`config.mk`:
```
export PLATFORM = sky130hd
export DESIGN_NAME = ssm_ctrl
export DESIGN_NICKNAME = d
export VERILOG_FILES = /design/src/hw/rtl/ssm_pkg.sv /design/src/hw/rtl/ssm_ctrl.sv
export SDC_FILE = /design/constraint.sdc
export NUM_CORES = 1
export LEC_CHECK = 0
export BUFFER_PORTS_ARGS = -buffer_cell sky130_fd_sc_hd__buf_2
export CORE_AREA = 4 4 41 43
export CTS_CLUSTER_DIAMETER = 40
export DETAILED_ROUTE_END_ITERATION = 16
export DIE_AREA = 0 0 45 47
export GPL_ROUTABILITY_DRIVEN = 0
export PLACE_DENSITY = 0.55
export SKIP_CTS_REPAIR_TIMING = 1
export SYNTH_ARGS = -nofsm -noshare
export SYNTH_HDL_FRONTEND = slang
export SYNTH_SLANG_ARGS = --single-unit
```
`constraint.sdc`:
```
create_clock -name clk_i -period 1.67 [get_ports clk_i]
set_input_delay 0.167 -clock clk_i [delete_from_list [all_inputs] [get_ports clk_i]]
set_output_delay 0.167 -clock clk_i [all_outputs]
set_load 0.02 [all_outputs]
```
`src/hw/rtl/ssm_pkg.sv`:
```
// ----------------------------------------------------------------------------
// ssm_pkg
// Types, codes and sizes shared by the subsequence stack matcher.
// ----------------------------------------------------------------------------
package ssm_pkg;

  localparam int MAX_WORD_LEN = 1024;
  localparam int STACK_DEPTH  = 1024;
  localparam int ALPHABET     = 26;

  localparam int REQ_W  = 2;
  localparam int LTR_W  = 5;
  localparam int POS_W  = 11;
  localparam int WIDX_W = $clog2(MAX_WORD_LEN);
  localparam int SIDX_W = $clog2(STACK_DEPTH);
  localparam int LIDX_W = $clog2(ALPHABET);

  localparam logic [POS_W-1:0] NONE_POS = POS_W'(MAX_WORD_LEN);

  typedef enum logic [REQ_W-1:0] {
    REQ_APPEND = 2'd0,
    REQ_PUSH   = 2'd1,
    REQ_POP    = 2'd2
  } ssm_req_e;

  typedef enum logic [1:0] {
    STAT_OK         = 2'd0,
    STAT_POP_EMPTY  = 2'd1,
    STAT_STACK_FULL = 2'd2,
    STAT_WORD_FULL  = 2'd3
  } ssm_status_e;

  typedef enum logic [2:0] {
    S_IDLE,
    S_DECODE,
    S_SRCH_RD,
    S_SRCH_CMP,
    S_POP_RD,
    S_POP_LOAD,
    S_DONE
  } ssm_state_e;

  typedef struct packed {
    logic [REQ_W-1:0] req_type;
    logic [LTR_W-1:0] letter;
  } ssm_in_t;

  typedef struct packed {
    logic             answer_yes;
    logic [POS_W-1:0] matched_position;
    ssm_status_e      status;
  } ssm_out_t;

  typedef struct packed {
    logic        load_req;
    logic        append;
    logic        search_init;
    logic        search_step;
    logic        push_commit;
    logic        pop_commit;
    logic        pop_load;
    logic        err;
    ssm_status_e err_code;
    logic        out_load;
  } ssm_cmd_t;

  typedef struct packed {
    logic [REQ_W-1:0] req;
    logic             word_full;
    logic             stack_full;
    logic             stack_empty;
    logic             pop_to_empty;
    logic             search_done;
  } ssm_stat_t;

endpackage

```
`src/hw/rtl/ssm_ctrl.sv`:
```
// ----------------------------------------------------------------------------
// ssm_ctrl
// Sequencer: decodes a request, runs the search loop and the pop read, and
// hands the result to the output register.
// ----------------------------------------------------------------------------
module ssm_ctrl (
  input  logic             clk_i,
  input  logic             rst_ni,
  input  logic             in_valid_i,
  output logic             in_stall_o,
  output logic             out_valid_o,
  input  logic             out_stall_i,
  input  ssm_pkg::ssm_stat_t stat_i,
  output ssm_pkg::ssm_cmd_t  cmd_o
);
  import ssm_pkg::*;

  ssm_state_e state_q, state_d;
  logic       out_valid_q, out_valid_d;
  logic       out_free;

  assign out_free    = !out_valid_q || !out_stall_i;
  assign in_stall_o  = (state_q != S_IDLE);
  assign out_valid_o = out_valid_q;

  always_ff @(posedge clk_i or negedge rst_ni) begin
    if (!rst_ni) begin
      state_q     <= S_IDLE;
      out_valid_q <= 1'b0;
    end else begin
      state_q     <= state_d;
      out_valid_q <= out_valid_d;
    end
  end

  always_comb begin
    state_d     = state_q;
    cmd_o       = '0;
    cmd_o.err_code = STAT_OK;
    out_valid_d = out_valid_q && out_stall_i;
    unique case (state_q)
      S_IDLE: begin
        if (in_valid_i) begin
          cmd_o.load_req = 1'b1;
          state_d        = S_DECODE;
        end
      end
      S_DECODE: begin
        unique case (stat_i.req)
          REQ_APPEND: begin
            if (stat_i.word_full) begin
              cmd_o.err      = 1'b1;
              cmd_o.err_code = STAT_WORD_FULL;
            end else begin
              cmd_o.append = 1'b1;
            end
            state_d = S_DONE;
          end
          REQ_PUSH: begin
            if (stat_i.stack_full) begin
              cmd_o.err      = 1'b1;
              cmd_o.err_code = STAT_STACK_FULL;
              state_d        = S_DONE;
            end else begin
              cmd_o.search_init = 1'b1;
              state_d           = S_SRCH_RD;
            end
          end
          REQ_POP: begin
            if (stat_i.stack_empty) begin
              cmd_o.err      = 1'b1;
              cmd_o.err_code = STAT_POP_EMPTY;
              state_d        = S_DONE;
            end else begin
              cmd_o.pop_commit = 1'b1;
              state_d          = stat_i.pop_to_empty ? S_DONE : S_POP_RD;
            end
          end
          default: state_d = S_IDLE;
        endcase
      end
      S_SRCH_RD: begin
        if (stat_i.search_done) begin
          cmd_o.push_commit = 1'b1;
          state_d           = S_DONE;
        end else begin
          state_d = S_SRCH_CMP;
        end
      end
      S_SRCH_CMP: begin
        cmd_o.search_step = 1'b1;
        state_d           = S_SRCH_RD;
      end
      S_POP_RD: state_d = S_POP_LOAD;
      S_POP_LOAD: begin
        cmd_o.pop_load = 1'b1;
        state_d        = S_DONE;
      end
      S_DONE: begin
        if (out_free) begin
          cmd_o.out_load = 1'b1;
          out_valid_d    = 1'b1;
          state_d        = S_IDLE;
        end
      end
      default: state_d = S_IDLE;
    endcase
  end

endmodule

```
==> summary.txt, run 1 <==
Synth
  – Yosys cell types: 27
  – Post-Synth XOR/XNOR Area: 0%
  – Register area share after synthesis: 28.37%
  – Syn Inst Count: 44
  – Synth Cell Area: 352.8 µm²
  – Mux contribution to synthesized area: 2.837%
  – Mapped Nets: 55
  – Synth Area per Inst: 8.019 µm²
  – Synthesized-area fraction occupied by adder cells: 0%
  – Yosys warning count: 0
  – FF+latch count, synth: 4
  – Synth Area in Simple Gates: 40.78%
  – Main combinational cell family by area after synthesis: simple AND/OR/NAND/NOR gates
  – Synth Area in Compound Gates: 21.63%

Finish
  – Design area: 555.5 µm²
  – Nets: 86
  – Commonest non-fill, non-tap cells in the layout: buf_2 (19), buf_4 (8), a21oi_1 (4)
  – Utilization after layout: 42.69%
  – Proportion of layout cells with a drive suffix above 1: 52.05%
  – Area growth, synth to finish: 57.45%
  – ANT cells: 0
  – Commonest non-fill, non-tap cell in the layout: buf_2

Pwr
  – PwrDens: 1533 mW/mm²
  – Power Total: 851.4 µW
  – Max VDD drop: 806.5 µV
  – Leakage: 0.2931 nW

Placed design
  – Dpl cell area: 483.0 µm²
  – IO buf count: 23
  – Post-placement setup slack: 177.6 ps
  – Post-DP HPWL: 723.2 µm

Floorplan
  – I/O pin total: 24
  – FP Rows: 13
  – Die Span Y: 47 µm
  – DIE AREA: 0.002115 mm²
  – Starting Density: 27.12%
  – Placeable Area: 0.001301 mm²
  – DIE WIDTH: 45 µm

Clocking
  – Clk_lat worst skew: 230 ps
  – CTS clk-pin slew, worst paths: 40 ps
  – Clk root buf: clkbuf_4
  – Clk buf depth: 2
  – CTS H-tree depth: 1
  – Clock Sinks: 4
  – Total CTS buffers: 3
  – CTS tree: built

Drt
  – Drt first pass iters: 4
  – Via count: 409
  – Average via count per standard cell: 4.648
  – WL per Instance: 10.39 µm
  – WL final: 914 µm
  – Final ANT Viol Nets: 0
  – DRC Markers: 0
  – Iter 0 DRT Violations: 5

GRT
  – First-pass GRT wire length: 1.421 mm
  – Total GRT Usage: 9.286%
  – Initial antenna violation count: 0
  – Largest net degree at the start of global routing: 10
  – Number of global-route vias before repair: 348
  – Grt ovf: 0

Worst hold path
  – Hold wc startpoint: out_stall_i
  – Hold Crit Class: in -> reg
  – Hold path cells: 3

Critical path
  – Reg2reg path depth: 4
  – Critical path endpoint category: primary output
  – CP startpoint kind: flip-flop
  – Crit path arrival time: 1510 ps
  – CP max stage delay: 430 ps
  – Worst setup startpoint: state_q[1]$_DFFE_PN0P_
  – Slowest CP cell: dfrtp_2
  – Reg2reg start: state_q[2]$_DFFE_PN0P_
  – CP Max Fanout: 7
  – Cell Chain, Critical Path: nand2b_4 > or3_4 > nor3b_2 > buf_4
  – Crit path required time: 1500 ps
  – CP Class: reg -> out

Timing
  – Fmax: 594.8 MHz
  – Tcrit/Tclk final: 100.7%
  – Final Hold Viols: 0
  – Final Max Tran Viols: 0
  – Worst Tran Pin Value: 289.8 ps
  – Worst Skew: 1.245 ps
  – Unrepaired setup endpoints after global routing: yes
  – Fin crit period: 1681 ps
  – Final setup viols: 1
  – Fin worst setup slack: -11.24 ps
  – Rel. slew slack: 80.40%

Run
  – MaxCap Viol Count: 0

Outcome
  – Status: finished, violations left
  – Failing checks: negative setup slack
-- cell type report --
class,instances,area [µm²]
Timing Repair Buffer,28,165.2
Tap cell,15,18.77
Clock buffer,3,22.52
Sequential cell,4,102.6
Inverter,3,11.26
Multi-Input combinational cell,35,235.2
Fill cell,152,745.7
-- through the flow --
stage                     TNS (ps)  hold WS (ps)  std cells
after floorplan                  0        -128.6         44
after global placement           0        -25.75         81
final                       -11.24         177.8         88
after detailed placement         0        -26.69         81
after CTS                   -134.4        -276.6         84
after global routing        -171.8         198.6         88
-- power breakdown --
group / switching [mW] / leakage (nW) / total [mW] / internal [mW]
Clock: 0.0357 / 0.0138 / 0.116 / 0.0801
Combinational: 0.268 / 0.232 / 0.507 / 0.239
Sequential: 0.0762 / 0.0475 / 0.228 / 0.152
Total: 0.380 / 0.293 / 0.851 / 0.471
-- worst max-delay path: cells and delay by family, from the launching register on --
kind | cells | cell delay (ps)
flip-flops | 1 | 430
AND/OR/NAND/NOR | 3 | 690
buffers and inverters | 1 | 160
-- kinds of logic (layout without fill, tap and decap cells) --
logic type      Yosys count  in the layout
flops                     4              4
buf+inv                   5             34
compound gates           12             12
simple gates             22             22
mux                       1              1
-- layer usage --
layer,vias up,GRT usage (%),part of all wire [%]
met5,-,0,0
met4,0,5.263,0
met3,0,2.299,4.2
met2,8,12.99,50
met1,179,12.90,46
li1,222,-,-
-- registers in the layout, indices dropped and copies added (netlist names) --
register     flops
state_q          3
out_valid_o      1
-- final timing paths --
kind,to,slack (ps)
min in group asynchronous,out_valid_o$_DFF_PN0_,270
hold reg to reg,out_valid_o$_DFF_PN0_,530
setup reg to reg,state_q[2]$_DFFE_PN0P_,500
max in group asynchronous,state_q[1]$_DFFE_PN0P_,1280
setup / recovery,cmd_o[5],-10
hold / removal,out_valid_o$_DFF_PN0_,180
-- synth_stat cells --
cell type  number  area (µm²)
a211o_1         1       8.760
a21o_1          1       7.510
a21oi_1         4       20.02
a31oi_1         1       6.260
and3_2          1       7.510
buf_4           1       7.510
clkbuf_1        1       3.750
dfrtp_1         4       100.1
inv_1           3       11.26
mux2i_1         1       10.01
nand2_1         3       11.26
nand2b_1        3       18.77
nand2b_4        1       13.76
nand3_1         1       5.000
nand3b_1        1       7.510
nor2_1          3       11.26
nor3_1          2       10.01
nor3b_2         1       12.51
nor4_1          2       12.51
nor4b_1         1       8.760
o21ai_0         2       10.01
o21bai_1        1       7.510
o22a_1          1       8.760
o31ai_1         1       7.510
or3_1           1       6.260
or3_2           1       7.510
or3_4           1       11.26
(Power assumes the default switching activity.)
==> run 2, diff against run 1 <==
--- a/config.mk
+++ b/config.mk
@@ -6,10 +6,10 @@
 export NUM_CORES = 1
 export LEC_CHECK = 0
 export BUFFER_PORTS_ARGS = -buffer_cell sky130_fd_sc_hd__buf_2
-export CORE_AREA = 4 4 41 43
+export CORE_AREA = 2 2 39 41
 export CTS_CLUSTER_DIAMETER = 40
 export DETAILED_ROUTE_END_ITERATION = 16
-export DIE_AREA = 0 0 45 47
+export DIE_AREA = 0 0 41 43
 export GPL_ROUTABILITY_DRIVEN = 0
 export PLACE_DENSITY = 0.55
 export SKIP_CTS_REPAIR_TIMING = 1
==> run 2 against run 1 <==
The run now ends clean. Highest routed layer unchanged. Largest cell class unchanged. Worst setup slack better by 16 ps. Combinational power is 3% lower. Critical endpoint unchanged. Clock-buffer cell count stayed put. Routed wire length is 1.5% lower. Critical path depth stayed put. Sequential power is 4% higher. Clock power hardly changed. Power is 1.1% lower.
==> summary.txt, run 2 (synthesis gave the netlist of run 1 again) <==
Drt
  – Average via count per standard cell: 4.830
  – WL per Instance: 10.23 µm
  – Iter 0 DRT Violations: 1
  – Via count: 425
  – Final ANT Viol Nets: 0
  – WL final: 900 µm
  – Drt first pass iters: 3
  – DRC Markers: 0

Critical path
  – Cell Chain, Critical Path: nand2b_4 > or3_4 > nor3b_2 > buf_4
  – Crit path required time: 1500 ps
  – Slowest CP cell: dfrtp_2
  – Crit path max-delay family: simple AND/OR/NAND/NOR gates
  – CP Max Fanout: 8
  – Critical path depth: 4
  – Reg2reg path depth: 4
  – Worst path buffer plus inverter count: 1
  – CP Class: reg -> out
  – Critical path endpoint category: primary output
  – CP max stage delay: 430 ps
  – CP startpoint kind: flip-flop
  – Crit path arrival time: 1500 ps

Placed design
  – Dpl cell area: 484.2 µm²
  – IO buf count: 23
  – Post-DP HPWL: 730.4 µm

Finish
  – Fill count: 148
  – Commonest non-fill, non-tap cells in the layout: buf_2 (19), buf_4 (7), a21oi_1 (4)
  – Utilization after layout: 39.78%
  – Area growth, synth to finish: 56.03%
  – ANT cells: 0
  – Commonest non-fill, non-tap cell in the layout: buf_2
  – Nets: 85
  – Largest register FFs: 3
  – Top reg by flops: state_q
  – Proportion of layout cells with a drive suffix above 1: 52.78%
  – Design area: 550.5 µm²

GRT
  – First-pass GRT wire length: 1.469 mm
  – Total GRT Usage: 12.12%
  – Number of global-route vias before repair: 372
  – Initial antenna violation count: 0
  – Largest net degree at the start of global routing: 10
  – Grt ovf: 0

Timing
  – Worst Tran Pin Value: 255.1 ps
  – Final setup viols: 0
  – Rel. slew slack: 82.76%
  – Fmax: 600.4 MHz
  – Tcrit/Tclk final: 99.74%
  – Fin crit period: 1666 ps
  – Unrepaired setup endpoints after global routing: yes
  – Final Hold Viols: 0
  – Hold slack: 187.2 ps
  – Worst Skew: 0.3582 ps
  – Final Max Tran Viols: 0

Run
  – MaxCap Viol Count: 0

Outcome
  – Status: finished clean

Clocking
  – Clk root buf: clkbuf_4
  – Clk_lat worst skew: 230 ps
  – Clock Sinks: 4
  – CTS H-tree depth: 1
  – CTS tree: built
  – Clk buf depth: 2
  – CTS clk-pin slew, worst paths: 40 ps
  – Total CTS buffers: 3

Floorplan
  – Die Span Y: 43 µm
  – I/O pin total: 24
  – DIE WIDTH: 41 µm
  – Starting Density: 25.50%
  – Placeable Area: 0.001384 mm²
  – FP Rows: 14
  – DIE AREA: 0.001763 mm²

Worst hold path
  – Hold Crit Class: in -> reg
  – Hold path cells: 3

Pwr
  – Max VDD drop: 682.4 µV
  – PwrDens: 1530 mW/mm²
  – Leakage: 0.2864 nW
  – Power Total: 842.2 µW
run 2: power breakdown:
group	total, mW	switching (mW)	internal [mW]
logic	0.492	0.264	0.227
registers	0.236	0.0819	0.155
clock network	0.114	0.0342	0.0800
run 2: area by class of cell:
class                           instances  area (µm²)  area share (%)
Multi-Input combinational cell         35       235.2           42.73
Timing Repair Buffer                   27       157.7           28.64
Sequential cell                         4       103.9           18.86
Clock buffer                            3       22.52           4.091
Tap cell                               16       20.02           3.636
Inverter                                3       11.26           2.045
run 2: per-layer routing:
layer / up-vias / part of all wire (%) / global-route usage (%)
met1: 202 / 44 / 16.72
met4: 0 / 0 / 8.000
li1: 217 / - / -
met2: 6 / 51 / 16.88
met3: 0 / 4.0 / 1.571
met5: - / 0 / 0
run 2: tightest hold or removal path, cell delays in order:
cell and delay, ps:
buf_2 100, nand2_1 50, nand2_1 60
run 2: through the flow:
step | cells | TNS [ps] | worst slack (ps)
after floorplan | 44 | 0 | 108.1
after global placement | 82 | 0 | 202.7
after detailed placement | 82 | 0 | 188.1
after CTS | 85 | -109.6 | -65.89
after global routing | 88 | -144.0 | -67.12
final | 88 | 0 | 4.415
run 2: final timing paths:
path / start / to / slack [ps]
min in group asynchronous: rst_ni / state_q[2]$_DFFE_PN0P_ / 280
max reg2reg: state_q[2]$_DFFE_PN0P_ / state_q[2]$_DFFE_PN0P_ / 540
min reg2reg: out_valid_o$_DFF_PN0_ / out_valid_o$_DFF_PN0_ / 540
max in group asynchronous: rst_ni / state_q[0]$_DFFE_PN0P_ / 1260
max: state_q[1]$_DFFE_PN0P_ / cmd_o[5] / 4
min: out_stall_i / out_valid_o$_DFF_PN0_ / 190
